`src/design/gcrf_pkg.sv`:
```
// Shared types, constants and tables of the great-circle range filter.
package gcrf_pkg;

    localparam int CORDIC_STAGES = 24;
    localparam int SQRT_STEPS    = 31;
    // Register stages from the input register to the distance register.
    localparam int LAT           = 6 + 2 * CORDIC_STAGES + SQRT_STEPS;

    localparam int AW = 34;   // Q30 angle and trig width
    localparam int RW = 36;   // width before angle reduction
    localparam int SW = 62;   // square root working width
    localparam int MW = 32;   // multiplier operand width

    localparam logic signed [RW-1:0] R_PI      = 36'sd3373259426;
    localparam logic signed [RW-1:0] R_HALF_PI = 36'sd1686629713;
    localparam logic signed [RW-1:0] R_TWO_PI  = 36'sd6746518852;
    localparam logic signed [AW-1:0] GAIN_INV  = 34'sd652032874;
    localparam logic [30:0]          Q30_ONE   = 31'd1073741824;
    localparam logic [19:0]          DIST_MAX  = 20'hFFFFF;

    localparam logic [2:0] REG_ORIGIN_LAT = 3'd0;
    localparam logic [2:0] REG_ORIGIN_LON = 3'd1;
    localparam logic [2:0] REG_RANGE      = 3'd2;
    localparam logic [2:0] REG_WINDOW     = 3'd3;
    localparam logic [2:0] REG_RADIUS     = 3'd4;

    typedef struct packed {
        logic signed [AW-1:0] x;
        logic signed [AW-1:0] y;
        logic signed [AW-1:0] z;
        logic                 flip;
    } t_rot;

    typedef struct packed {
        logic signed [AW-1:0] x;
        logic signed [AW-1:0] y;
        logic signed [AW-1:0] z;
    } t_vec;

    typedef struct packed {
        logic [SW-1:0] v;
        logic [SW-1:0] res;
    } t_sq;

    function automatic logic signed [AW-1:0] atan_q30(input logic [4:0] i);
        logic signed [AW-1:0] r;
        case (i)
            5'd0:  r = 34'sd843314857;
            5'd1:  r = 34'sd497837829;
            5'd2:  r = 34'sd263043837;
            5'd3:  r = 34'sd133525159;
            5'd4:  r = 34'sd67021687;
            5'd5:  r = 34'sd33543516;
            5'd6:  r = 34'sd16775851;
            5'd7:  r = 34'sd8388437;
            5'd8:  r = 34'sd4194283;
            5'd9:  r = 34'sd2097149;
            5'd10: r = 34'sd1048576;
            5'd11: r = 34'sd524288;
            5'd12: r = 34'sd262144;
            5'd13: r = 34'sd131072;
            5'd14: r = 34'sd65536;
            5'd15: r = 34'sd32768;
            5'd16: r = 34'sd16384;
            5'd17: r = 34'sd8192;
            5'd18: r = 34'sd4096;
            5'd19: r = 34'sd2048;
            5'd20: r = 34'sd1024;
            5'd21: r = 34'sd512;
            5'd22: r = 34'sd256;
            5'd23: r = 34'sd128;
            5'd24: r = 34'sd64;
            5'd25: r = 34'sd32;
            5'd26: r = 34'sd16;
            5'd27: r = 34'sd8;
            5'd28: r = 34'sd4;
            5'd29: r = 34'sd2;
            5'd30: r = 34'sd1;
            default: r = '0;
        endcase
        return r;
    endfunction

    // Brings any angle within [-5*pi, 5*pi] into [-pi/2, pi/2]; the flip bit negates the cosine.
    function automatic t_rot angle_prep(input logic signed [RW-1:0] a_in);
        logic signed [RW-1:0] a;
        t_rot r;
        a = a_in;
        r.flip = 1'b0;
        if (a > R_PI) a = a - R_TWO_PI;
        if (a > R_PI) a = a - R_TWO_PI;
        if (a < -R_PI) a = a + R_TWO_PI;
        if (a < -R_PI) a = a + R_TWO_PI;
        if (a > R_HALF_PI) begin
            a = R_PI - a;
            r.flip = 1'b1;
        end else if (a < -R_HALF_PI) begin
            a = -R_PI - a;
            r.flip = 1'b1;
        end
        r.x = GAIN_INV;
        r.y = '0;
        r.z = a[AW-1:0];
        return r;
    endfunction

endpackage

```
`src/design/gcrf_vec_cell.sv`:
```
// One vectoring-mode CORDIC iteration with its output register.
module gcrf_vec_cell import gcrf_pkg::*; (
    input  logic       i_clk,
    input  logic       i_en,
    input  logic [4:0] i_stage,
    input  t_vec       i_d,
    output t_vec       o_d
);

    t_vec r_d;
    t_vec n_d;
    logic signed [AW-1:0] xs;
    logic signed [AW-1:0] ys;
    logic signed [AW-1:0] at;

    always_comb begin
        xs = i_d.x >>> i_stage;
        ys = i_d.y >>> i_stage;
        at = atan_q30(i_stage);
        if (i_d.y >= 0) begin
            n_d.x = i_d.x + ys;
            n_d.y = i_d.y - xs;
            n_d.z = i_d.z + at;
        end else begin
            n_d.x = i_d.x - ys;
            n_d.y = i_d.y + xs;
            n_d.z = i_d.z - at;
        end
    end

    always_ff @(posedge i_clk) begin
        if (i_en) begin
            r_d <= n_d;
        end
    end

    assign o_d = r_d;

endmodule

```
`config.mk`:
```
export PLATFORM = sky130hd
export DESIGN_NAME = gcrf_vec_cell
export DESIGN_NICKNAME = d
export VERILOG_FILES = /design/src/design/gcrf_pkg.sv /design/src/design/gcrf_vec_cell.sv
export SDC_FILE = /design/constraint.sdc
export NUM_CORES = 1
export LEC_CHECK = 0
export BUFFER_PORTS_ARGS = -buffer_cell sky130_fd_sc_hd__buf_4
export CORE_MARGIN = 2
export CORE_UTILIZATION = 35
export CTS_CLUSTER_DIAMETER = 150
export DETAILED_ROUTE_END_ITERATION = 8
export SLEW_MARGIN = 30
export SYNTH_ARGS = -nofsm -noshare
export SYNTH_HDL_FRONTEND = slang
export SYNTH_SLANG_ARGS = --single-unit
```
`constraint.sdc`:
```
create_clock -name i_clk -period 9.4 [get_ports i_clk]
set_input_delay 0.94 -clock i_clk [delete_from_list [all_inputs] [get_ports i_clk]]
set_output_delay 0.94 -clock i_clk [all_outputs]
set_load 0.01 [all_outputs]
```
==> impl_metrics.json, run 1 <==
{
  "hold_class": "input port to flop",
  "drc": 0,
  "use_met2": 0.4140,
  "finalSetupViolCount": 0,
  "cts_setup_buffers": 0,
  "fin_util": 0.4094,
  "seqCellArea_sq_um": 3063,
  "num_rows": 77,
  "crit_chain": "buf_4 > clkinv_1 > nand2_1 > nand3_1 > a31oi_1 > nand4_1 > or4_4 > nand2b_1 > mux2_1 > a32o_1 > ha_1 > and3_1 > and3_1 > or4_1 > o21ai_0 > o211ai_1 > o31a_1 > a311o_1 > a21oi_1 > xnor2_1",
  "cts.path.max_buffers": 2,
  "placeableCoreArea_sq_um": 44220,
  "die_w_microns": 215.7,
  "drive_gt1_frac": 0.2193,
  "grtUsageTotal": 0.2594,
  "async_flop_share": 0,
  "antenna_found_initial": 1,
  "dieArea_sq_um": 46540,
  "synth_area_sq_um": 15690,
  "pre_cts_slack_ps": 1169,
  "syn_avg_cell_area_sq_um": 8.921,
  "finalHoldViolations": 0,
  "cp_max_fo": 49,
  "root_buffer": "clkbuf_16",
  "holdBufCountCts": 0,
  "finalCritPeriodShare": 0.8423,
  "powerDensity_nw_per_um2": 147.1,
  "slowest_stage": "clkinv_1",
  "largest_reg_flops": 102,
  "cap_viol_max_count": 0,
  "gp_congestion": 0.9920,
  "whs_ps": 844.2,
  "h-tree-depth": 3,
  "final_net_count": 2132,
  "numCtsBuffers": 9,
  "clkSinkCount": 102,
  "synth_edf_count": 102,
  "critPathLaunchType": "input port",
  "ys_types": 87,
  "cts_tree": "built",
  "synthToLayoutAreaGrowth_pct": 15.39,
  "dr.first_iter.drc_count": 1405,
  "io_buffer_count": 210,
  "irDropWorstVdd_v": 0.00008710,
  "path_common_cell": "and3_1",
  "grt_pass1_vias": 15130,
  "path_class": "input port to flop",
  "grt_max_degree": 79,
  "p_total_mw": 2.664,
  "multiInputGateArea_sq_um": 11990,
  "layout_commonest_cell": "buf_4",
  "grt_remaining_overflow": 0,
  "synth_nets": 1981,
  "min_from": "i_d[0]",
  "min_path_cells": 2,
  "ys_ff_latch": 102,
  "cellLeakagePower_nw": 7.148,
  "n_antenna_cell": 0,
  "io_pins": 211,
  "wl_microns": 61180,
  "fin_crit_ps": 7918,
  "slowest_delay_ps": 730,
  "grt-busiest-layer": "met2",
  "wl_per_cell_microns": 24.40,
  "met3_usage": 0.05088,
  "dr.pass1.iters": 5,
  "status": "finished clean",
  "ant_nets": 0,
  "rsz0062_at_grt": "false",
  "holdPathEnd": "o_d[0]",
  "initial_core_util": 0.3548,
  "crit_arrival_ps": 8070,
  "synthCells": 1759,
  "gr-usage-met1": 0.3497,
  "post_cts_resize_count": 0,
  "slew_headroom": 0.3168,
  "dieHeight_microns": 215.7,
  "worst_setup_path_end_kind": "flop",
  "drt-vias-per-instance": 6.155,
  "final_cell_mix": "buf_4, nand2_1, nor2_1",
  "tightestPinTransition_ps": 1019,
  "yosysSeqAreaShare": 0.1952,
  "setup-tns-final_ps": 0,
  "fmax_mhz": 126.3,
  "dp_hpwl_microns": 47110,
  "grt_pass1_wl_microns": 92560,
  "vias": 15430,
  "fill_cells": 4462,
  "clkTransAtPathRegs_ps": 70,
  "fin_ws_ps": 1482,
  "critical_path_required_ps": 9560,
  "drv_slew": 0,
  "yosys_warnings": 0,
  "ys.flop_type": "edfxtp_1"
}
## critical path, delay by kind of cell
family / cells / cell delay, ps
adder cells (fa/ha/maj): 1 / 340
multiplexers: 1 / 390
buffers and inverters: 2 / 1230
AND/OR/NAND/NOR: 8 / 2630
XOR/XNOR: 1 / 80
AO/OA/AOI/OAI: 7 / 2390
## layer usage
| metal | up-vias | wire length [microns] |
|---|---|---|
| met5 | - | 0 |
| met4 | 0 | 1937 |
| met3 | 122 | 5113 |
| met2 | 755 | 27750 |
| met1 | 7497 | 26370 |
| li1 | 7057 | - |
## power breakdown
part,internal [mW],switching [mW],leakage (nW)
Sequential,0.675,0.0339,0.999
Clock,0.210,0.195,0.150
Combinational,0.678,0.872,6.00
## how the worst max path moves through the flow
stage          endpoint  slack [ps]  depth (start not counted)        from
6_report       o_d[100]        1480                         20  i_stage[2]
5_1_grt        o_d[100]        1070                         22  i_stage[2]
4_1_cts         o_d[64]        1590                         20  i_stage[0]
3_5_place_dp    o_d[64]        1170                         20  i_stage[0]
3_3_place_gp    o_d[64]        1200                         20  i_stage[0]
2_1_floorplan  o_d[100]        2460                         23  i_stage[0]
## cells in the mapped netlist (all sizes together), types with 20 or more instances
| cell | n | area (sq um) |
|---|---|---|
| xnor2 | 116 | 1016 |
| nor2b | 22 | 137.6 |
| xor2 | 57 | 499.2 |
| nand2 | 156 | 585.6 |
| a211oi | 31 | 237.7 |
| a31oi | 22 | 137.6 |
| clkbuf | 52 | 195.2 |
| ha | 110 | 1376 |
| nor3 | 22 | 121.4 |
| o22ai | 27 | 168.9 |
| nand3 | 32 | 160.2 |
| mux4 | 95 | 2140 |
| inv | 39 | 146.4 |
| nand2b | 30 | 195.2 |
| buf | 53 | 299.0 |
| edfxtp | 102 | 3063 |
| o21a | 23 | 172.7 |
| o21ai | 125 | 629.4 |
| mux2 | 28 | 315.3 |
| nor2 | 150 | 563.0 |
| o31ai | 20 | 150.1 |
| mux2i | 46 | 464.2 |
| a21o | 41 | 307.8 |
| a21oi | 111 | 555.5 |
## cell families after synthesis
logic type,count (synthesis),share of synthesized area
simple gates,519,0.1621
mux,169,0.1860
flops,102,0.1952
fa+ha+maj,113,0.09154
xor+xnor,173,0.09656
buf+inv,145,0.04107
compound gates,538,0.2275
## stage by stage
stage,instances,area (sq um)
4_1_cts,2507,18100
5_1_grt,2507,18110
3_3_place_gp,2490,17790
3_5_place_dp,2491,17800
6_report,2507,18110
2_1_floorplan,1759,15690
## area by class of cell
cell class              count  share of cell area
well taps                 592             0.04091
clock buffers               9             0.01244
clock inverters             7            0.004423
multi-input cells        1512              0.6621
flip-flops and latches    102              0.1692
inverters                  40            0.008292
repair buffers            245              0.1027
No activity file was read; power rests on OpenSTA's default activity.
==> run 2, diff against run 1 <==
Settings changed: ABC_AREA set to 1.
Clock period 9.4 ns to 6.85 ns, I/O delays scaled along.
==> run 2 against run 1 <==
Net effect:
- clock power grew 38%
- worst setup slack got worse by 410 ps
- synthesized cell count up 45%
- largest power group unchanged
- design area is 0.44% lower
- critical path depth is 8 higher
- worst hold slack got worse by 210 ps
==> impl_metrics.json, run 2 <==
{
  "irDropWorstVdd_v": 0.0001386,
  "fmax_mhz": 173.2,
  "wl_per_cell_microns": 17.74,
  "yosys.area.top_type": "nand2_1",
  "drv_slew": 0,
  "io_pins": 211,
  "finalHoldViolations": 0,
  "cellLeakagePower_nw": 9.174,
  "layout_commonest_cell": "nand2_1",
  "clkTransAtPathRegs_ps": 80,
  "synth_area_sq_um": 15690,
  "clkSinkCount": 102,
  "synthCells": 2549,
  "synthMostInstantiatedCell": "nand2_1",
  "status": "finished clean",
  "fin_crit_ps": 5773,
  "p_total_mw": 3.662,
  "slew_headroom": 0.3759,
  "largest_reg_flops": 102,
  "ys.flop_type": "edfxtp_1",
  "tightestPinTransition_ps": 932.7,
  "io_buffer_count": 210,
  "crit_arrival_ps": 5920,
  "post_cts_resize_count": 0,
  "grtUsageTotal": 0.2497,
  "path_class": "input port to flop",
  "synthToLayoutAreaGrowth_pct": 14.89,
  "drc": 0,
  "rsz0062_at_grt": "false",
  "final_cell_mix": "nand2_1, nand3_1, inv_1",
  "grt_pass1_vias": 16700,
  "final_net_count": 2933,
  "numCtsBuffers": 9,
  "synth_top_area_share": 0.2031,
  "synth_edf_count": 102,
  "ys_ff_latch": 102,
  "dr.first_iter.drc_count": 1494,
  "critPathLaunchType": "input port",
  "dieHeight_microns": 215.7,
  "worst_setup_path_end_kind": "flop",
  "placeableCoreArea_sq_um": 44220,
  "vias": 17570,
  "critical_path_required_ps": 7000,
  "synth_nets": 2771,
  "synthTopCellsByCount": "nand2_1, nand3_1, inv_1",
  "cap_viol_max_count": 0,
  "cts_tree": "built",
  "h-tree-depth": 3,
  "syn_avg_cell_area_sq_um": 6.155,
  "num_rows": 77,
  "initial_core_util": 0.3548,
  "dieArea_sq_um": 46540,
  "n_antenna_cell": 0,
  "async_flop_share": 0,
  "dp_hpwl_microns": 48890,
  "cp_max_fo": 45,
  "root_buffer": "clkbuf_16",
  "yosysSeqAreaShare": 0.1952,
  "gp_congestion": 0.9456,
  "grt_pass1_wl_microns": 91510,
  "drive_gt1_frac": 0.1156,
  "antenna_found_initial": 0,
  "ys_types": 56,
  "ant_nets": 0,
  "finalSetupViolCount": 0,
  "powerDensity_nw_per_um2": 203.1,
  "holdBufCountCts": 0,
  "hold_class": "input port to flop",
  "cts_setup_buffers": 0,
  "synth_area_leaders": "nand2_1, edfxtp_1, nand3_1, ha_1, inv_1",
  "grt_max_degree": 77,
  "yosys_warnings": 0,
  "grt_remaining_overflow": 0,
  "dr.pass1.iters": 5,
  "cts.path.max_buffers": 2,
  "wl_microns": 58700,
  "setup-tns-final_ps": 0,
  "drt-vias-per-instance": 5.311,
  "finalCritPeriodShare": 0.8428,
  "die_w_microns": 215.7
}
==> run 2: logic make-up after synthesis <==
group           share of synthesized area
compound gates                     0.1277
flops                              0.1952
xor+xnor                          0.08262
simple gates                       0.4109
fa+ha+maj                         0.09155
buf+inv                           0.09203
==> run 2: power breakdown <==
part	internal [mW]	total, mW	switching, mW
combinational	0.807	2.12	1.32
sequential	0.932	0.981	0.0489
clock	0.289	0.557	0.268
==> run 2: metal layers <==
metal | GRT usage | vias up | share of wire
li1 | - | 8817 | -
met1 | 0.3268 | 8047 | 0.45
met2 | 0.4125 | 593 | 0.46
met3 | 0.02833 | 113 | 0.050
met4 | 0.1136 | 0 | 0.044
met5 | 0 | - | 0
==> run 2: critical path, stage by stage <==
cell,delay (ps)
buf_4,280
inv_2,470
nor2_2,60
nand2_1,150
o21ai_0,120
a31oi_2,270
ha_1,190
inv_1,60
nor3_2,200
nand2_1,100
nor3_2,120
buf_4,150
nand2_1,110
nor2_2,150
nand2_1,90
nand2_2,130
inv_2,90
nand2_1,60
nand2_1,60
ha_1,370
nand2_1,120
nor2_1,130
nand2_1,90
nor4_1,670
nand3_1,460
nand3_1,270
nand3b_1,130
nand2_1,60
==> run 2: worst paths after layout <==
| kind | startpoint | endpoint | slack (ps) | cells past startpoint |
|---|---|---|---|---|
| max | i_stage[3] | o_d[33] | 1080 | 28 |
| min | i_d[68] | o_d[68] | 640 | 2 |
==> run 2: layout make-up <==
cell class | instances | area [sq um]
clock buffers | 9 | 225.2
clock inverters | 7 | 81.33
fillers | 4795 | 26200
inverters | 260 | 978.4
multi-input cells | 2108 | 11190
flip-flops and latches | 102 | 3063
well taps | 592 | 740.7
repair buffers | 230 | 1752
==> run 2: per-stage QoR <==
stage | instances | util | cell area, sq um | worst slack [ps] | hold WS, ps
after detailed placement | 3292 | 0.4007 | 17720 | 615.4 | 1029
after global routing | 3308 | 0.4076 | 18030 | 668.9 | 624.7
after CTS | 3308 | 0.4076 | 18030 | 1048 | 611.3
after global placement | 3292 | 0.4007 | 17720 | 561.2 | 1032
final | 3308 | 0.4076 | 18030 | 1077 | 636.6
after floorplan | 2549 | - | 15690 | 2285 | 797.5
