**src/design/gcrf_pkg.sv**
```systemverilog
// Shared types, constants and tables of the great-circle range filter.
package gcrf_pkg;

    localparam int CORDIC_STAGES = 24;
    localparam int SQRT_STEPS    = 31;
    // Register stages from the input register to the distance register.
    localparam int LAT           = 6 + 2 * CORDIC_STAGES + SQRT_STEPS;

    localparam int AW = 34;   // Q30 angle and trig width
    localparam int RW = 36;   // width before angle reduction
    localparam int SW = 62;   // square root working width
    localparam int MW = 32;   // multiplier operand width

    localparam logic signed [RW-1:0] R_PI      = 36'sd3373259426;
    localparam logic signed [RW-1:0] R_HALF_PI = 36'sd1686629713;
    localparam logic signed [RW-1:0] R_TWO_PI  = 36'sd6746518852;
    localparam logic signed [AW-1:0] GAIN_INV  = 34'sd652032874;
    localparam logic [30:0]          Q30_ONE   = 31'd1073741824;
    localparam logic [19:0]          DIST_MAX  = 20'hFFFFF;

    localparam logic [2:0] REG_ORIGIN_LAT = 3'd0;
    localparam logic [2:0] REG_ORIGIN_LON = 3'd1;
    localparam logic [2:0] REG_RANGE      = 3'd2;
    localparam logic [2:0] REG_WINDOW     = 3'd3;
    localparam logic [2:0] REG_RADIUS     = 3'd4;

    typedef struct packed {
        logic signed [AW-1:0] x;
        logic signed [AW-1:0] y;
        logic signed [AW-1:0] z;
        logic                 flip;
    } t_rot;

    typedef struct packed {
        logic signed [AW-1:0] x;
        logic signed [AW-1:0] y;
        logic signed [AW-1:0] z;
    } t_vec;

    typedef struct packed {
        logic [SW-1:0] v;
        logic [SW-1:0] res;
    } t_sq;

    function automatic logic signed [AW-1:0] atan_q30(input logic [4:0] i);
        logic signed [AW-1:0] r;
        case (i)
            5'd0:  r = 34'sd843314857;
            5'd1:  r = 34'sd497837829;
            5'd2:  r = 34'sd263043837;
            5'd3:  r = 34'sd133525159;
            5'd4:  r = 34'sd67021687;
            5'd5:  r = 34'sd33543516;
            5'd6:  r = 34'sd16775851;
            5'd7:  r = 34'sd8388437;
            5'd8:  r = 34'sd4194283;
            5'd9:  r = 34'sd2097149;
            5'd10: r = 34'sd1048576;
            5'd11: r = 34'sd524288;
            5'd12: r = 34'sd262144;
            5'd13: r = 34'sd131072;
            5'd14: r = 34'sd65536;
            5'd15: r = 34'sd32768;
            5'd16: r = 34'sd16384;
            5'd17: r = 34'sd8192;
            5'd18: r = 34'sd4096;
            5'd19: r = 34'sd2048;
            5'd20: r = 34'sd1024;
            5'd21: r = 34'sd512;
            5'd22: r = 34'sd256;
            5'd23: r = 34'sd128;
            5'd24: r = 34'sd64;
            5'd25: r = 34'sd32;
            5'd26: r = 34'sd16;
            5'd27: r = 34'sd8;
            5'd28: r = 34'sd4;
            5'd29: r = 34'sd2;
            5'd30: r = 34'sd1;
            default: r = '0;
        endcase
        return r;
    endfunction

    // Brings any angle within [-5*pi, 5*pi] into [-pi/2, pi/2]; the flip bit negates the cosine.
    function automatic t_rot angle_prep(input logic signed [RW-1:0] a_in);
        logic signed [RW-1:0] a;
        t_rot r;
        a = a_in;
        r.flip = 1'b0;
        if (a > R_PI) a = a - R_TWO_PI;
        if (a > R_PI) a = a - R_TWO_PI;
        if (a < -R_PI) a = a + R_TWO_PI;
        if (a < -R_PI) a = a + R_TWO_PI;
        if (a > R_HALF_PI) begin
            a = R_PI - a;
            r.flip = 1'b1;
        end else if (a < -R_HALF_PI) begin
            a = -R_PI - a;
            r.flip = 1'b1;
        end
        r.x = GAIN_INV;
        r.y = '0;
        r.z = a[AW-1:0];
        return r;
    endfunction

endpackage

```
**src/design/gcrf_sqrt_cell.sv**
```systemverilog
// One step of the bit-serial integer square root with its output register.
module gcrf_sqrt_cell import gcrf_pkg::*; (
    input  logic       i_clk,
    input  logic       i_en,
    input  logic [4:0] i_step,
    input  t_sq        i_d,
    output t_sq        o_d
);

    t_sq r_d;
    t_sq n_d;
    logic [SW-1:0] bitv;
    logic [SW-1:0] trial;

    always_comb begin
        bitv  = SW'(1) << (6'd60 - {i_step, 1'b0});
        trial = i_d.res + bitv;
        if (i_d.v >= trial) begin
            n_d.v   = i_d.v - trial;
            n_d.res = (i_d.res >> 1) + bitv;
        end else begin
            n_d.v   = i_d.v;
            n_d.res = i_d.res >> 1;
        end
    end

    always_ff @(posedge i_clk) begin
        if (i_en) begin
            r_d <= n_d;
        end
    end

    assign o_d = r_d;

endmodule

```
**config.mk**
```make
export PLATFORM = sky130hd
export DESIGN_NAME = gcrf_sqrt_cell
export DESIGN_NICKNAME = d
export VERILOG_FILES = /design/src/design/gcrf_pkg.sv /design/src/design/gcrf_sqrt_cell.sv
export SDC_FILE = /design/constraint.sdc
export NUM_CORES = 1
export LEC_CHECK = 0
export CORE_ASPECT_RATIO = 1.4
export CORE_UTILIZATION = 51
export DETAILED_ROUTE_END_ITERATION = 8
export DONT_BUFFER_PORTS = 1
export GPL_TIMING_DRIVEN = 0
export PLACE_DENSITY = 0.66
export SETUP_SLACK_MARGIN = 0.4
export SYNTH_ARGS = -nofsm -noshare
export SYNTH_HDL_FRONTEND = slang
export SYNTH_SLANG_ARGS = --single-unit
```
**constraint.sdc**
```tcl
create_clock -name i_clk -period 13.35 [get_ports i_clk]
set_clock_uncertainty 0.2 [all_clocks]
set_input_delay 0.6675 -clock i_clk [delete_from_list [all_inputs] [get_ports i_clk]]
set_output_delay 0.6675 -clock i_clk [all_outputs]
set_load 0.02 [all_outputs]
```
==> results of run 1 <==
==> where the power goes <==
group	internal [mW]	switching, mW
clock	0.271	0.182
combinational	0.157	0.295
sequential	0.500	0.0833
==> cell type report <==
cell class,count,area share [%]
multi-input cells,1484,64.8
well taps,365,3.04
plain buffers,82,2.24
clock buffers,19,2.88
inverters,55,1.37
clock inverters,13,0.840
diodes,2,0.0333
flip-flops and latches,124,24.8
==> cells by family (layout without fill, tap and decap cells) <==
| group | count (synthesis) | after routing | share of synthesized area, % |
|---|---|---|---|
| AO/OA/AOI/OAI | 554 | 554 | 25.7 |
| buffers and inverters | 137 | 169 | 3.87 |
| adder cells (fa/ha/maj) | 117 | 117 | 10.4 |
| other | 0 | 2 | 0 |
| XOR/XNOR | 197 | 197 | 12.4 |
| AND/OR/NAND/NOR | 610 | 610 | 20.6 |
| flip-flops | 124 | 124 | 26.6 |
| multiplexers | 6 | 6 | 0.527 |
==> layout by cell type, fill, tap and decap left out, types with 8 or more instances in the layout <==
cell,instances
a211oi_1,11
a21o_1,41
a21oi_1,182
a31o_2,11
a31oi_1,55
and2_1,19
and3_1,18
buf_2,8
clkbuf_1,71
clkbuf_16,17
edfxtp_1,124
ha_1,108
inv_1,54
maj3_1,8
nand2_1,175
nand2b_1,23
nand3_1,37
nand4_1,41
nor2_1,194
nor2b_1,21
nor3_1,32
o211ai_1,11
o21a_1,13
o21ai_0,89
o21bai_1,28
o31ai_1,15
xnor2_1,107
xor2_1,89
==> worst max-delay path by stage <==
stage,start,to,slack (ns),depth (start not counted)
3_5_place_dp,i_step[0],o_d[48],3.65,31
5_1_grt,i_step[0],o_d[48],3.42,32
2_1_floorplan,i_step[0],o_d[22],5.76,32
3_3_place_gp,i_step[0],o_d[36],3.69,31
6_report,i_step[0],o_d[48],3.94,31
4_1_cts,i_step[0],o_d[48],4.10,31
==> routing by layer <==
| layer | up-vias | GRT usage (%) |
|---|---|---|
| met5 | - | 0 |
| met4 | 0 | 24.2 |
| met3 | 181 | 8.15 |
| met2 | 550 | 65.6 |
| met1 | 6393 | 34.0 |
| li1 | 6515 | - |
==> flow_metrics.env, run 1 <==
export IMPL_cp_top_family="compound AO/OA/AOI/OAI gates"
export IMPL_design_area_sq_mm=0.0150
export IMPL_multiInputGateArea_sq_mm=0.00975
export IMPL_slew_violations=0
export IMPL_synth_most_common_cell="nor2_1"
export IMPL_whs_ns=0.124
export IMPL_drt_total_wl_um=49300
export IMPL_status="finished, final reports clean"
export IMPL_critPathBufInv=6
export IMPL_placed_area_sq_mm=0.0145
export IMPL_synth_edf_count=124
export IMPL_vias_per_cell=6.36
export IMPL_synth_common_cells="nor2_1, a21oi_1, nand2_1"
export IMPL_hold_buffers=0
export IMPL_post_route_period_util_pct=70.5
export IMPL_overflow=0
export IMPL_synthArstFlopShare_pct=0
export IMPL_slowest_stage="clkbuf_1"
export IMPL_cpPeakStageDelay_ns=0.72
export IMPL_syn_area_sq_mm=0.0140
export IMPL_post_cts_buffers=0
export IMPL_regArea_sq_mm=0.00372
export IMPL_firstDrtPassIters=5
export IMPL_grt_pass1_wl_um=74100
export IMPL_min_path_cells=0
export IMPL_timing_final_setup_violations=0
export IMPL_worstPathArrival_ns=9.35
export IMPL_first_global_vias=13667
export IMPL_area_growth_pct=7.28
export IMPL_peakVddDrop_mv=0.102
export IMPL_relSlewSlack_pct=22.2
export IMPL_ys_flop_type="edfxtp_1"
export IMPL_drc=0
export IMPL_required_ns=13.29
export IMPL_p_leak_nw=5.56
export IMPL_final_util_pct=55.9
export IMPL_wl_met2_um=25500
export IMPL_powerDensity_mw_per_mm2=99.0
export IMPL_port_buffers=0
export IMPL_synth_largest_area_cell="edfxtp_1"
export IMPL_cts_tree="built"
export IMPL_dp_final_hpwl_um=39800
export IMPL_drt_first_iter_violations=734
export IMPL_clk_path_buf_depth=2
export IMPL_cts_resized=0
export IMPL_synth_area_top_cells="edfxtp_1, ha_1, xnor2_1, a21oi_1, xor2_1"
export IMPL_wl_per_cell_um=23.0
export IMPL_rsz0062_at_grt="false"
export IMPL_grt_max_degree=125
export IMPL_die_x_um=142
export IMPL_place_ws_ns=3.65
export IMPL_cpMostUsedCell="ha_1"
export IMPL_syn_num_nets=1985
export IMPL_dr_max_layer_used="met4"
export IMPL_start_kind="primary input"
export IMPL_synth_distinct_cells=93
export IMPL_tns_ns=0
export IMPL_nets=2004
export IMPL_grtUsageTotal_pct=35.2
export IMPL_vias=13639
export IMPL_holdCritPathClass="primary input to flop"
export IMPL_clk_pin_slew_ns=0.06
export IMPL_antenna_found_initial=2
export IMPL_cap_violations=0
export IMPL_syn_inst=1745
export IMPL_ys_seq_elements=124
export IMPL_final_antenna_net_count=0
export IMPL_die_area_sq_mm=0.0282
export IMPL_synth_warnings=0
export IMPL_wl_met3_um=3320
export IMPL_cts_root_buf="clkbuf_16"
export IMPL_yosysTopAreaCellShare_pct=26.6
export IMPL_max_freq_mhz=106
export IMPL_finalHoldViolCount=0
export IMPL_core_area_sq_mm=0.0269
export IMPL_ys_seq_area_share_pct=26.6
export IMPL_worst_slew_pin_slew_ns=1.14
export IMPL_met1_length_um=17200
export IMPL_dp_cells=2110
export IMPL_drive_above_1_share_pct=4.90
export IMPL_finalWorstSetupSlack_ns=3.94
export IMPL_initial_core_util_pct=52.1
export IMPL_row_count=71
export IMPL_worstHoldStart="i_en"
export IMPL_postSynthAreaPerCell_sq_um=8.03
export IMPL_fin_total_pwr_mw=1.49
export IMPL_cts_made_buffers=17
export IMPL_critPathCaptureType="flop"
export IMPL_cts_sinks=124
export IMPL_holdPathEnd="o_d[9]"
export IMPL_path_class="primary input to flop"
export IMPL_largest_register_ffs=124
export IMPL_stdcell_count=2144
export IMPL_num_io_pins=255
export IMPL_gp_congestion=0.978
export IMPL_crit_fanout=10
export IMPL_htree_levels=4
export IMPL_fillers=2598
export IMPL_finalCriticalPeriod_ns=9.41
export IMPL_die_h_um=198
No activity file was read; power rests on OpenSTA's default activity.
==> run 2: changes to the inputs <==
--- a/config.mk
+++ b/config.mk
@@ -10,7 +10,7 @@
 export DETAILED_ROUTE_END_ITERATION = 8
 export DONT_BUFFER_PORTS = 1
 export GPL_TIMING_DRIVEN = 0
-export PLACE_DENSITY = 0.66
+export PLACE_DENSITY = 0.69
 export SETUP_SLACK_MARGIN = 0.4
 export SYNTH_ARGS = -nofsm -noshare
 export SYNTH_HDL_FRONTEND = slang
==> constraint.sdc (replaced) <==
create_clock -name i_clk -period 7.8 [get_ports i_clk]
set_clock_uncertainty 0.2 [all_clocks]
set_input_delay 0.39 -clock i_clk [delete_from_list [all_inputs] [get_ports i_clk]]
set_output_delay 0.39 -clock i_clk [all_outputs]
set_load 0.02 [all_outputs]
==> flow_metrics.env, run 2 (synthesis results as in run 1) <==
export IMPL_cap_violations=0
export IMPL_grt_max_degree=125
export IMPL_num_io_pins=255
export IMPL_wl_met2_um=26500
export IMPL_status="finished, final reports clean"
export IMPL_antenna_found_initial=2
export IMPL_final_antenna_net_count=0
export IMPL_initial_core_util_pct=52.1
export IMPL_cts_root_buf="clkbuf_16"
export IMPL_rsz0062_at_grt="false"
export IMPL_first_global_vias=14036
export IMPL_max_freq_mhz=139
export IMPL_holdPathEnd="o_d[12]"
export IMPL_die_area_sq_mm=0.0282
export IMPL_peakVddDrop_mv=0.166
export IMPL_holdCritPathClass="primary input to flop"
export IMPL_drc=0
export IMPL_worst_slew_pin_slew_ns=1.32
export IMPL_drive_above_1_share_pct=8.70
export IMPL_met1_length_um=17900
export IMPL_row_count=71
export IMPL_dp_final_hpwl_um=39600
export IMPL_final_common_cell="nor2_1"
export IMPL_cpPeakStageDelay_ns=0.54
export IMPL_vias=14081
export IMPL_gp_congestion=0.958
export IMPL_finalHoldViolCount=0
export IMPL_die_h_um=198
export IMPL_dr_max_layer_used="met5"
export IMPL_drt_total_wl_um=51000
export IMPL_finalCriticalPeriod_ns=7.20
export IMPL_min_path_cells=2
export IMPL_vias_per_cell=6.31
export IMPL_fillers=2450
export IMPL_drt_first_iter_violations=993
export IMPL_relSlewSlack_pct=9.96
export IMPL_firstDrtPassIters=8
export IMPL_htree_levels=4
export IMPL_worstPathArrival_ns=7.24
export IMPL_wl_met3_um=3500
export IMPL_die_x_um=142
export IMPL_dp_cells=2110
export IMPL_area_growth_pct=16.4
export IMPL_p_leak_nw=6.16
export IMPL_wl_per_cell_um=22.9
export IMPL_cpMostUsedCell="nor2_1"
export IMPL_post_route_period_util_pct=92.3
export IMPL_worstHoldStart="i_d[13]"
export IMPL_nets=2090
export IMPL_cp_startpoint="i_step[0]"
export IMPL_grt_pass1_wl_um=76100
export IMPL_clk_pin_slew_ns=0.05
export IMPL_cts_sinks=124
export IMPL_slew_violations=0
export IMPL_largest_register_ffs=124
export IMPL_critPathCaptureType="flop"
export IMPL_path_class="primary input to flop"
export IMPL_overflow=0
export IMPL_slowest_stage="or4_1"
export IMPL_cts_made_buffers=17
export IMPL_start_kind="primary input"
export IMPL_timing_final_setup_violations=0
export IMPL_required_ns=7.84
export IMPL_powerDensity_mw_per_mm2=166
export IMPL_core_area_sq_mm=0.0269
export IMPL_grtUsageTotal_pct=35.9
export IMPL_crit_fanout=10
export IMPL_port_buffers=0
export IMPL_final_cell_mix="nor2_1, a21oi_1, nand2_1, edfxtp_1, xnor2_1"
export IMPL_clk_path_buf_depth=2
export IMPL_cts_tree="built"
export IMPL_final_util_pct=60.6
export IMPL_stdcell_count=2230
[run 2: area by class of cell]
| cell class | instances | area, sq um | area share, % |
|---|---|---|---|
| Clock buffer | 18 | 429 | 2.63 |
| Buffer | 82 | 438 | 2.68 |
| Multi-Input combinational cell | 1484 | 10000 | 61.4 |
| Clock inverter | 14 | 176 | 1.08 |
| Tap cell | 365 | 457 | 2.80 |
| Timing Repair Buffer | 86 | 858 | 5.26 |
| Inverter | 55 | 206 | 1.27 |
| Sequential cell | 124 | 3720 | 22.8 |
| Antenna cell | 2 | 5.00 | 0.0307 |
[run 2: worst max-delay path by stage]
stage	slack, ns	endpoint
floorplan	0.48	o_d[22]
global placement	-1.56	o_d[36]
detailed placement	-1.48	o_d[36]
CTS	0.42	o_d[19]
global route	0.35	o_d[52]
finish	0.60	o_d[36]
[run 2: through the flow]
step                      setup WS [ns]  area, sq um  hold slack (ns)  total power, mW  TNS [ns]
after global routing              0.354        16300           0.0112             2.81         0
after floorplan                   0.484        14000            0.302             1.55         0
final                             0.599        16300           0.0115             2.70         0
after CTS                         0.417        16100        0.0000506             2.68         0
after detailed placement          -1.48        14500            0.313             1.77   -144.14
after global placement            -1.56        14500            0.313             1.77   -154.87
[run 2: critical path, delay by kind of cell]
family                     cells  cell delay [ns]
buffers and inverters          6             1.24
xor gates and xnor gates       1             0.13
AOI/OAI and AO/OA             12             2.66
adders and majority gates      3             1.00
and+or+nand+nor               10             1.82
[run 2: power breakdown]
group	leakage [nW]	internal (mW)	switching [mW]	total [mW]
sequential	1.21	0.856	0.143	0.999
combinational	4.66	0.322	0.545	0.867
clock	0.287	0.528	0.309	0.837
total	6.16	1.71	0.997	2.70
[run 2: metal layers]
metal  global-route usage, %  up-vias
met2                    67.3      610
met1                    35.0     6608
met3                    8.27      179
li1                        -     6682
met5                       0        -
met4                    22.9        2
[run 2: timing repair]
item | CTS | global route
cloned | 1 | 0
setup endpoints to repair | 124 | 124
buffers inserted | 4 | 8
pin swaps | 4 | 13
gates resized for setup | 57 | 55
hold buffers | 73 | 0
hold endpoints to repair | 196 | 0
