<file path="src/design/gcrf_pkg.sv">
// Shared types, constants and tables of the great-circle range filter.
package gcrf_pkg;

    localparam int CORDIC_STAGES = 24;
    localparam int SQRT_STEPS    = 31;
    // Register stages from the input register to the distance register.
    localparam int LAT           = 6 + 2 * CORDIC_STAGES + SQRT_STEPS;

    localparam int AW = 34;   // Q30 angle and trig width
    localparam int RW = 36;   // width before angle reduction
    localparam int SW = 62;   // square root working width
    localparam int MW = 32;   // multiplier operand width

    localparam logic signed [RW-1:0] R_PI      = 36'sd3373259426;
    localparam logic signed [RW-1:0] R_HALF_PI = 36'sd1686629713;
    localparam logic signed [RW-1:0] R_TWO_PI  = 36'sd6746518852;
    localparam logic signed [AW-1:0] GAIN_INV  = 34'sd652032874;
    localparam logic [30:0]          Q30_ONE   = 31'd1073741824;
    localparam logic [19:0]          DIST_MAX  = 20'hFFFFF;

    localparam logic [2:0] REG_ORIGIN_LAT = 3'd0;
    localparam logic [2:0] REG_ORIGIN_LON = 3'd1;
    localparam logic [2:0] REG_RANGE      = 3'd2;
    localparam logic [2:0] REG_WINDOW     = 3'd3;
    localparam logic [2:0] REG_RADIUS     = 3'd4;

    typedef struct packed {
        logic signed [AW-1:0] x;
        logic signed [AW-1:0] y;
        logic signed [AW-1:0] z;
        logic                 flip;
    } t_rot;

    typedef struct packed {
        logic signed [AW-1:0] x;
        logic signed [AW-1:0] y;
        logic signed [AW-1:0] z;
    } t_vec;

    typedef struct packed {
        logic [SW-1:0] v;
        logic [SW-1:0] res;
    } t_sq;

    function automatic logic signed [AW-1:0] atan_q30(input logic [4:0] i);
        logic signed [AW-1:0] r;
        case (i)
            5'd0:  r = 34'sd843314857;
            5'd1:  r = 34'sd497837829;
            5'd2:  r = 34'sd263043837;
            5'd3:  r = 34'sd133525159;
            5'd4:  r = 34'sd67021687;
            5'd5:  r = 34'sd33543516;
            5'd6:  r = 34'sd16775851;
            5'd7:  r = 34'sd8388437;
            5'd8:  r = 34'sd4194283;
            5'd9:  r = 34'sd2097149;
            5'd10: r = 34'sd1048576;
            5'd11: r = 34'sd524288;
            5'd12: r = 34'sd262144;
            5'd13: r = 34'sd131072;
            5'd14: r = 34'sd65536;
            5'd15: r = 34'sd32768;
            5'd16: r = 34'sd16384;
            5'd17: r = 34'sd8192;
            5'd18: r = 34'sd4096;
            5'd19: r = 34'sd2048;
            5'd20: r = 34'sd1024;
            5'd21: r = 34'sd512;
            5'd22: r = 34'sd256;
            5'd23: r = 34'sd128;
            5'd24: r = 34'sd64;
            5'd25: r = 34'sd32;
            5'd26: r = 34'sd16;
            5'd27: r = 34'sd8;
            5'd28: r = 34'sd4;
            5'd29: r = 34'sd2;
            5'd30: r = 34'sd1;
            default: r = '0;
        endcase
        return r;
    endfunction

    // Brings any angle within [-5*pi, 5*pi] into [-pi/2, pi/2]; the flip bit negates the cosine.
    function automatic t_rot angle_prep(input logic signed [RW-1:0] a_in);
        logic signed [RW-1:0] a;
        t_rot r;
        a = a_in;
        r.flip = 1'b0;
        if (a > R_PI) a = a - R_TWO_PI;
        if (a > R_PI) a = a - R_TWO_PI;
        if (a < -R_PI) a = a + R_TWO_PI;
        if (a < -R_PI) a = a + R_TWO_PI;
        if (a > R_HALF_PI) begin
            a = R_PI - a;
            r.flip = 1'b1;
        end else if (a < -R_HALF_PI) begin
            a = -R_PI - a;
            r.flip = 1'b1;
        end
        r.x = GAIN_INV;
        r.y = '0;
        r.z = a[AW-1:0];
        return r;
    endfunction

endpackage

</file>
<file path="src/design/gcrf_rot_cell.sv">
// One rotation-mode CORDIC iteration with its output register.
module gcrf_rot_cell import gcrf_pkg::*; (
    input  logic       i_clk,
    input  logic       i_en,
    input  logic [4:0] i_stage,
    input  t_rot       i_d,
    output t_rot       o_d
);

    t_rot r_d;
    t_rot n_d;
    logic signed [AW-1:0] xs;
    logic signed [AW-1:0] ys;
    logic signed [AW-1:0] at;

    always_comb begin
        xs = i_d.x >>> i_stage;
        ys = i_d.y >>> i_stage;
        at = atan_q30(i_stage);
        n_d = i_d;
        if (i_d.z >= 0) begin
            n_d.x = i_d.x - ys;
            n_d.y = i_d.y + xs;
            n_d.z = i_d.z - at;
        end else begin
            n_d.x = i_d.x + ys;
            n_d.y = i_d.y - xs;
            n_d.z = i_d.z + at;
        end
    end

    always_ff @(posedge i_clk) begin
        if (i_en) begin
            r_d <= n_d;
        end
    end

    assign o_d = r_d;

endmodule

</file>
<file path="config.mk">
export PLATFORM = sky130hd
export DESIGN_NAME = gcrf_rot_cell
export DESIGN_NICKNAME = d
export VERILOG_FILES = /design/src/design/gcrf_pkg.sv /design/src/design/gcrf_rot_cell.sv
export SDC_FILE = /design/constraint.sdc
export NUM_CORES = 1
export LEC_CHECK = 0
export BUFFER_PORTS_ARGS = -buffer_cell sky130_fd_sc_hd__buf_4
export CAP_MARGIN = 0
export CORE_MARGIN = 2
export CORE_UTILIZATION = 45
export DETAILED_ROUTE_END_ITERATION = 16
export PLACE_DENSITY = 0.66
export SETUP_SLACK_MARGIN = 0.15
export SLEW_MARGIN = 5
export SYNTH_ARGS = -nofsm -noshare
export SYNTH_HDL_FRONTEND = slang
export SYNTH_SLANG_ARGS = --single-unit
</file>
<file path="constraint.sdc">
create_clock -name i_clk -period 9.45 [get_ports i_clk]
set_input_delay 1.4175 -clock i_clk [delete_from_list [all_inputs] [get_ports i_clk]]
set_output_delay 1.4175 -clock i_clk [all_outputs]
set_load 0.01 [all_outputs]
</file>
==> impl_metrics.py, run 1 <==
metrics = {
    "die": {
        "io_pins": 213,
        "die_h_um": 190,
        "core_mm2": 0.0344,
        "initial_core_util_pct": 45.5,
        "std_cell_rows": 68,
        "fp.dieW_um": 190,
        "design.die.area_mm2": 0.0362,
    },
    "setup_path": {
        "cp_slowest_cell": "buf_6",
        "cpMostUsedCell": "a21o_1",
        "critical_path_required_ps": 9580,
        "critPathArrivalTime_ps": 7840,
        "endpoint_kind": "flip-flop",
        "crit_fanout": 88,
        "startpoint_type": "input port",
        "crit_chain": "buf_6, buf_4, buf_4, mux4_2, mux2i_1, o22ai_1, nor2_1, ha_1, inv_1, nor4_4, nand2_1, o41ai_1, xnor2_1, ha_1, a21o_1, a21o_1, a21o_1, a21o_1, a211oi_1, o41a_1, o31a_1, o21a_1, o21ai_0, xnor2_1",
        "cp_slowest_stage_delay_ps": 660,
        "critPathKind": "in -> reg",
    },
    "grt": {
        "grt_use_met3_pct": 6.28,
        "grt_max_degree": 89,
        "busiest_layer": "met2",
        "grt_pass1_vias": 15141,
        "grtUsageMet1_pct": 39.5,
        "grt_use_met2_pct": 51.0,
        "antenna_found_initial": 2,
        "grt_first_pass_wirelength_um": 87500,
        "track_usage_pct": 31.4,
        "overflow": 0,
    },
    "cts": {
        "clk_path_buf_depth": 2,
        "postCtsSetupRepairBufs": 0,
        "ctsResizeCount": 0,
        "clockRootBuffer": "clkbuf_16",
        "ctsHoldBuffers": 0,
        "numCtsBuffers": 9,
        "clkTransAtPathRegs_ps": 70,
        "h-tree-depth": 3,
        "clock-sinks": 103,
        "cts_tree": "done",
    },
    "synthesis": {
        "netlist_area_mm2": 0.0156,
        "async_reset_ff_share_pct": 0,
        "ys_seq_area_share_pct": 19.8,
        "ys.flop_type": "edfxtp_1",
        "netlist.area_leader.share_pct": 19.8,
        "syn_avg_cell_area_um2": 8.91,
        "synth_area_leaders": "edfxtp_1 (20%), mux4_2 (12%), ha_1 (8.8%)",
        "synth.most_common_cell": "nand2_1",
        "synth_top_area_cell": "edfxtp_1",
        "synth_cell_types": 84,
        "synth-edff-count": 103,
        "synthTopCellsByCount": "nand2_1 (159), nor2_1 (137), xnor2_1 (114)",
        "synthCells": 1753,
        "syn_nets": 1976,
        "ys_seq_elements": 103,
        "yosys_warnings": 0,
    },
    "min_path": {
        "hp-class": "in -> reg",
        "hold_depth": 1,
    },
    "power_and_ir_drop": {
        "p_leak_nw": 7.33,
        "ir_worst_vdd_mv": 0.0994,
        "p_per_area_mw_per_mm2": 150,
        "total_power_mw": 2.67,
    },
    "drt": {
        "drt-vias-per-instance": 6.52,
        "routed_wl_um": 57600,
        "vias": 15373,
        "first_iter_violations": 1355,
        "antenna_left": 0,
        "drtPass1Iterations": 5,
        "post-route-drc-count": 0,
        "wl_per_cell_um": 24.4,
    },
    "cells_and_area": {
        "fin_nets": 2121,
        "final_cells": 2358,
        "final_area_mm2": 0.0178,
        "largest_reg_flops": 103,
        "area_delta_synth_final_pct": 13.9,
        "final_layout_size_suffix_gt1_share_pct": 21.1,
    },
    "placement": {
        "dp_cells": 2342,
        "port-buffer-count": 212,
        "place_area_mm2": 0.0175,
        "place_congestion": 1.03,
        "hpwl_um": 44200,
    },
    "timing": {
        "hold_viol": 0,
        "tightestPinTransition_ps": 992,
        "tns_ps": 0,
        "rsz0062_at_grt": "false",
        "setup_viol": 0,
        "holdWs_ps": 1220,
        "max_freq_ghz": 0.130,
        "finalCritPeriodShare_pct": 81.5,
        "period_needed_ps": 7700,
        "maxSlewViolCount": 0,
        "max-slew-margin-rel_pct": 33.6,
    },
    "status": {
        "outcome": "finished clean",
    },
    "flow_run": {
        "cap_violations": 0,
    },
}
## power breakdown
part	total (mW)	internal, mW	switching (mW)
Clock	0.412	0.230	0.182
Combinational	1.54	0.679	0.861
Sequential	0.719	0.685	0.0344
## per-stage QoR
step                setup slack [ps]  utilization, %
CTS                             1720            51.8
global route                    1190            51.8
floorplan                       2370               -
finish                          1750            51.8
detailed placement              1310            50.9
global placement                1470            50.9
## worst paths after layout
check / slack [ps] / start / endpoint
max: 1750 / i_stage[0] / o_d[102]$_DFFE_PP_
min: 1220 / i_d[0] / o_d[0]$_DFFE_PP_
## layout by cell type, fill, tap and decap left out, types with 10 or more instances in the layout
master	n
nand3_1	37
mux2_2	33
edfxtp_1	103
and2_1	18
mux4_2	85
o31ai_1	20
nand2b_1	24
or3_1	11
nand2_1	159
o211ai_1	15
a21oi_1	112
o21ai_0	91
nor3_1	24
xor2_1	67
o21ai_1	14
buf_4	233
mux2i_1	57
o21a_1	10
a31oi_1	11
a22oi_1	13
nor2b_1	13
xnor2_1	114
o221ai_1	11
o22ai_1	32
nor2_1	136
a21o_1	62
inv_1	47
o21bai_1	24
or2_2	11
a211oi_1	18
and3_1	19
ha_1	110
## metal layers
layer / vias to the layer above / share of wire, %
met3: 202 / 8.8
met2: 802 / 46
met1: 7420 / 40
met4: 0 / 5.3
met5: - / 0
li1: 6949 / -
## kinds of logic (layout without fill, tap and decap cells)
logic type                 count (synthesis)  after routing  synth area share [%]
AOI/OAI and AO/OA                        516            516                  21.9
xor gates and xnor gates                 181            181                  10.1
adders and majority gates                113            113                  9.19
buffers and inverters                    151            300                  4.31
DFF                                      103            103                  19.8
muxes                                    184            184                  18.9
other                                      0              1                     0
and+or+nand+nor                          505            505                  15.7
## worst max-delay path, delay by kind of cell
family	cells	cell delay, ps
mux	2	720
buf+inv	4	1650
fa+ha+maj	2	530
simple gates	3	800
compound gates	11	2310
xor+xnor	2	330
## final cells by class
| type | instances | area, um2 |
|---|---|---|
| Tap cell | 455 | 569 |
| Inverter | 51 | 191 |
| Multi-Input combinational cell | 1499 | 11900 |
| Sequential cell | 103 | 3090 |
| Clock inverter | 6 | 85.1 |
| Clock buffer | 9 | 225 |
| Fill cell | 3244 | 16600 |
| Antenna cell | 1 | 2.50 |
| Timing Repair Buffer | 234 | 1760 |
No activity file was read; power rests on OpenSTA's default activity.
==> inputs of run 2 (changes only) <==
- ABC_AREA: unset -> 1
- PLACE_DENSITY: 0.66 -> 0.69
- clock period: 9.45 -> 6.85 ns (I/O delays scaled with it)
==> run 2 against run 1 <==
Compared with the run above:
- routed wire length fell by 4.3%
- flip-flop and latch count unchanged
- sequential share of layout area is 0.31 points higher
- critical path depth increased by 3
- combinational power is 36% higher
- largest cell class unchanged
==> impl_metrics.py, run 2 <==
metrics = {
    "cts": {
        "postCtsSetupRepairBufs": 0,
        "clock-sinks": 103,
        "ctsHoldBuffers": 0,
        "numCtsBuffers": 9,
        "ctsResizeCount": 0,
        "clockRootBuffer": "clkbuf_16",
        "clkTransAtPathRegs_ps": 80,
        "h-tree-depth": 3,
        "cts_tree": "done",
        "clk_path_buf_depth": 2,
    },
    "min_path": {
        "min_to": "o_d[0]$_DFFE_PP_",
        "hp-class": "in -> reg",
        "hold_depth": 1,
        "hold_start": "i_d[0]",
    },
    "synthesis": {
        "yosys_warnings": 0,
        "syn_avg_cell_area_um2": 6.27,
        "synth_area_leaders": "edfxtp_1 (20%), nand2_1 (19%), nand3_1 (12%)",
        "netlist_area_mm2": 0.0152,
        "synthSimpleGateAreaFrac_pct": 40.0,
        "synth_top_area_cell": "edfxtp_1",
        "synth_compound_area_share_pct": 12.5,
        "synthMuxAreaShare_pct": 0,
        "synthAdderAreaFrac_pct": 9.42,
        "async_reset_ff_share_pct": 0,
        "synth.most_common_cell": "nand2_1",
        "synthTopCellsByCount": "nand2_1 (767), nand3_1 (371), inv_1 (211)",
        "ys_seq_elements": 103,
        "synth_xor_area_share_pct": 9.65,
        "syn_nets": 2653,
        "ys.flop_type": "edfxtp_1",
        "netlist.area_leader.share_pct": 20.3,
        "synth_top_family_by_area": "simple AND/OR/NAND/NOR gates",
        "synth_cell_types": 54,
        "ys_seq_area_share_pct": 20.3,
        "synth-edff-count": 103,
        "synthCells": 2430,
    },
    "power_and_ir_drop": {
        "p_per_area_mw_per_mm2": 207,
        "p_leak_nw": 8.78,
        "ir_worst_vdd_mv": 0.129,
    },
    "setup_path": {
        "endpoint_kind": "flip-flop",
        "crit_fanout": 48,
        "cpMostUsedCell": "nand2_1",
        "path_delay_family": "simple AND/OR/NAND/NOR gates",
        "critical_path_required_ps": 6990,
        "cp_slowest_cell": "nor4b_1",
        "critPathKind": "in -> reg",
        "startpoint_type": "input port",
        "cp_slowest_stage_delay_ps": 580,
        "critPathArrivalTime_ps": 5910,
        "cp_num_buf_inv": 6,
    },
    "drt": {
        "drt-vias-per-instance": 5.60,
        "drtPass1Iterations": 6,
        "antenna_left": 0,
        "routed_wl_um": 55100,
        "wl_per_cell_um": 18.0,
        "post-route-drc-count": 0,
        "vias": 17107,
        "first_iter_violations": 1746,
    },
    "cells_and_area": {
        "antenna_cells": 0,
        "final_layout_size_suffix_gt1_share_pct": 12.3,
        "nFillCells": 3498,
        "seq_area_mm2": 0.00309,
        "fin_nets": 2825,
        "multi_input_area_mm2": 0.0109,
        "area_delta_synth_final_pct": 14.7,
        "fin_util_pct": 52.3,
        "layout_common_cells": "nand2_1 (767), nand3_1 (371), buf_4 (240)",
        "layout_commonest_cell": "nand2_1",
        "largest_reg_flops": 103,
    },
    "flow_run": {
        "cap_violations": 0,
    },
    "die": {
        "std_cell_rows": 67,
        "die_h_um": 188,
        "initial_core_util_pct": 45.6,
        "fp.dieW_um": 188,
        "design.die.area_mm2": 0.0354,
        "io_pins": 213,
        "core_mm2": 0.0334,
    },
    "grt": {
        "grt_first_pass_wirelength_um": 84700,
        "track_usage_pct": 30.4,
        "grt_pass1_vias": 15668,
        "antenna_found_initial": 0,
        "overflow": 0,
        "grt_max_degree": 65,
    },
    "timing": {
        "setup_viol": 0,
        "maxSlewViolCount": 0,
        "tightestPinTransition_ps": 856,
        "finalCritPeriodShare_pct": 84.3,
        "max-slew-margin-rel_pct": 42.8,
        "rsz0062_at_grt": "false",
        "tns_ps": 0,
        "hold_viol": 0,
        "max_freq_ghz": 0.173,
        "period_needed_ps": 5780,
    },
    "placement": {
        "hpwl_um": 45700,
        "place_congestion": 0.995,
        "port-buffer-count": 212,
    },
    "status": {
        "outcome": "finished clean",
    },
}
run 2: worst max path at each step:
stage	startpoint	endpoint	slack, ps	cells after the start
global route	i_stage[1]	o_d[28]$_DFFE_PP_	560	27
CTS	i_stage[0]	o_d[96]$_DFFE_PP_	1160	30
detailed placement	i_stage[0]	o_d[96]$_DFFE_PP_	750	30
finish	i_stage[1]	o_d[54]$_DFFE_PP_	1070	27
floorplan	i_stage[0]	o_d[25]$_DFFE_PP_	2090	26
global placement	i_stage[0]	o_d[96]$_DFFE_PP_	810	32
run 2: through the flow:
| stage | worst slack [ps] | std cells | hold WS [ps] | cell area, um2 | power (mW) |
|---|---|---|---|---|---|
| final | 1070 | 3055 | 823 | 17500 | 3.62 |
| after global routing | 563 | 3055 | 810 | 17500 | 3.87 |
| after CTS | 1160 | 3055 | 809 | 17500 | 3.62 |
| after detailed placement | 752 | 3039 | 1210 | 17200 | 3.08 |
| after global placement | 814 | 3039 | 1210 | 17200 | 3.07 |
| after floorplan | 2090 | 2430 | 1130 | 15200 | 2.34 |
run 2: cell type report:
class                           instances  area share, %
Clock buffer                            9           1.29
Inverter                              220           4.72
Sequential cell                       103           17.7
Multi-Input combinational cell       2027           62.4
Clock inverter                          7          0.322
Tap cell                              448           3.21
Timing Repair Buffer                  241           10.4
run 2: cell families (layout without fill, tap and decap cells):
family          after synthesis  after routing
simple gates               1420           1420
compound gates              326            326
buf+inv                     300            477
xor+xnor                    168            168
fa+ha+maj                   113            113
flops                       103            103
run 2: report_power, final:
group	leakage, nW	switching [mW]	internal (mW)
Clock	0.142	0.273	0.251
Combinational	7.64	1.29	0.807
Sequential	1.01	0.0492	0.945
run 2: routing by layer:
metal | routed length (um) | vias to the layer above | global-route usage (%)
li1 | - | 8461 | -
met1 | 24500 | 7861 | 41.6
met2 | 24700 | 695 | 49.2
met3 | 3860 | 90 | 3.46
met4 | 1980 | 0 | 11.2
met5 | 0 | - | 0
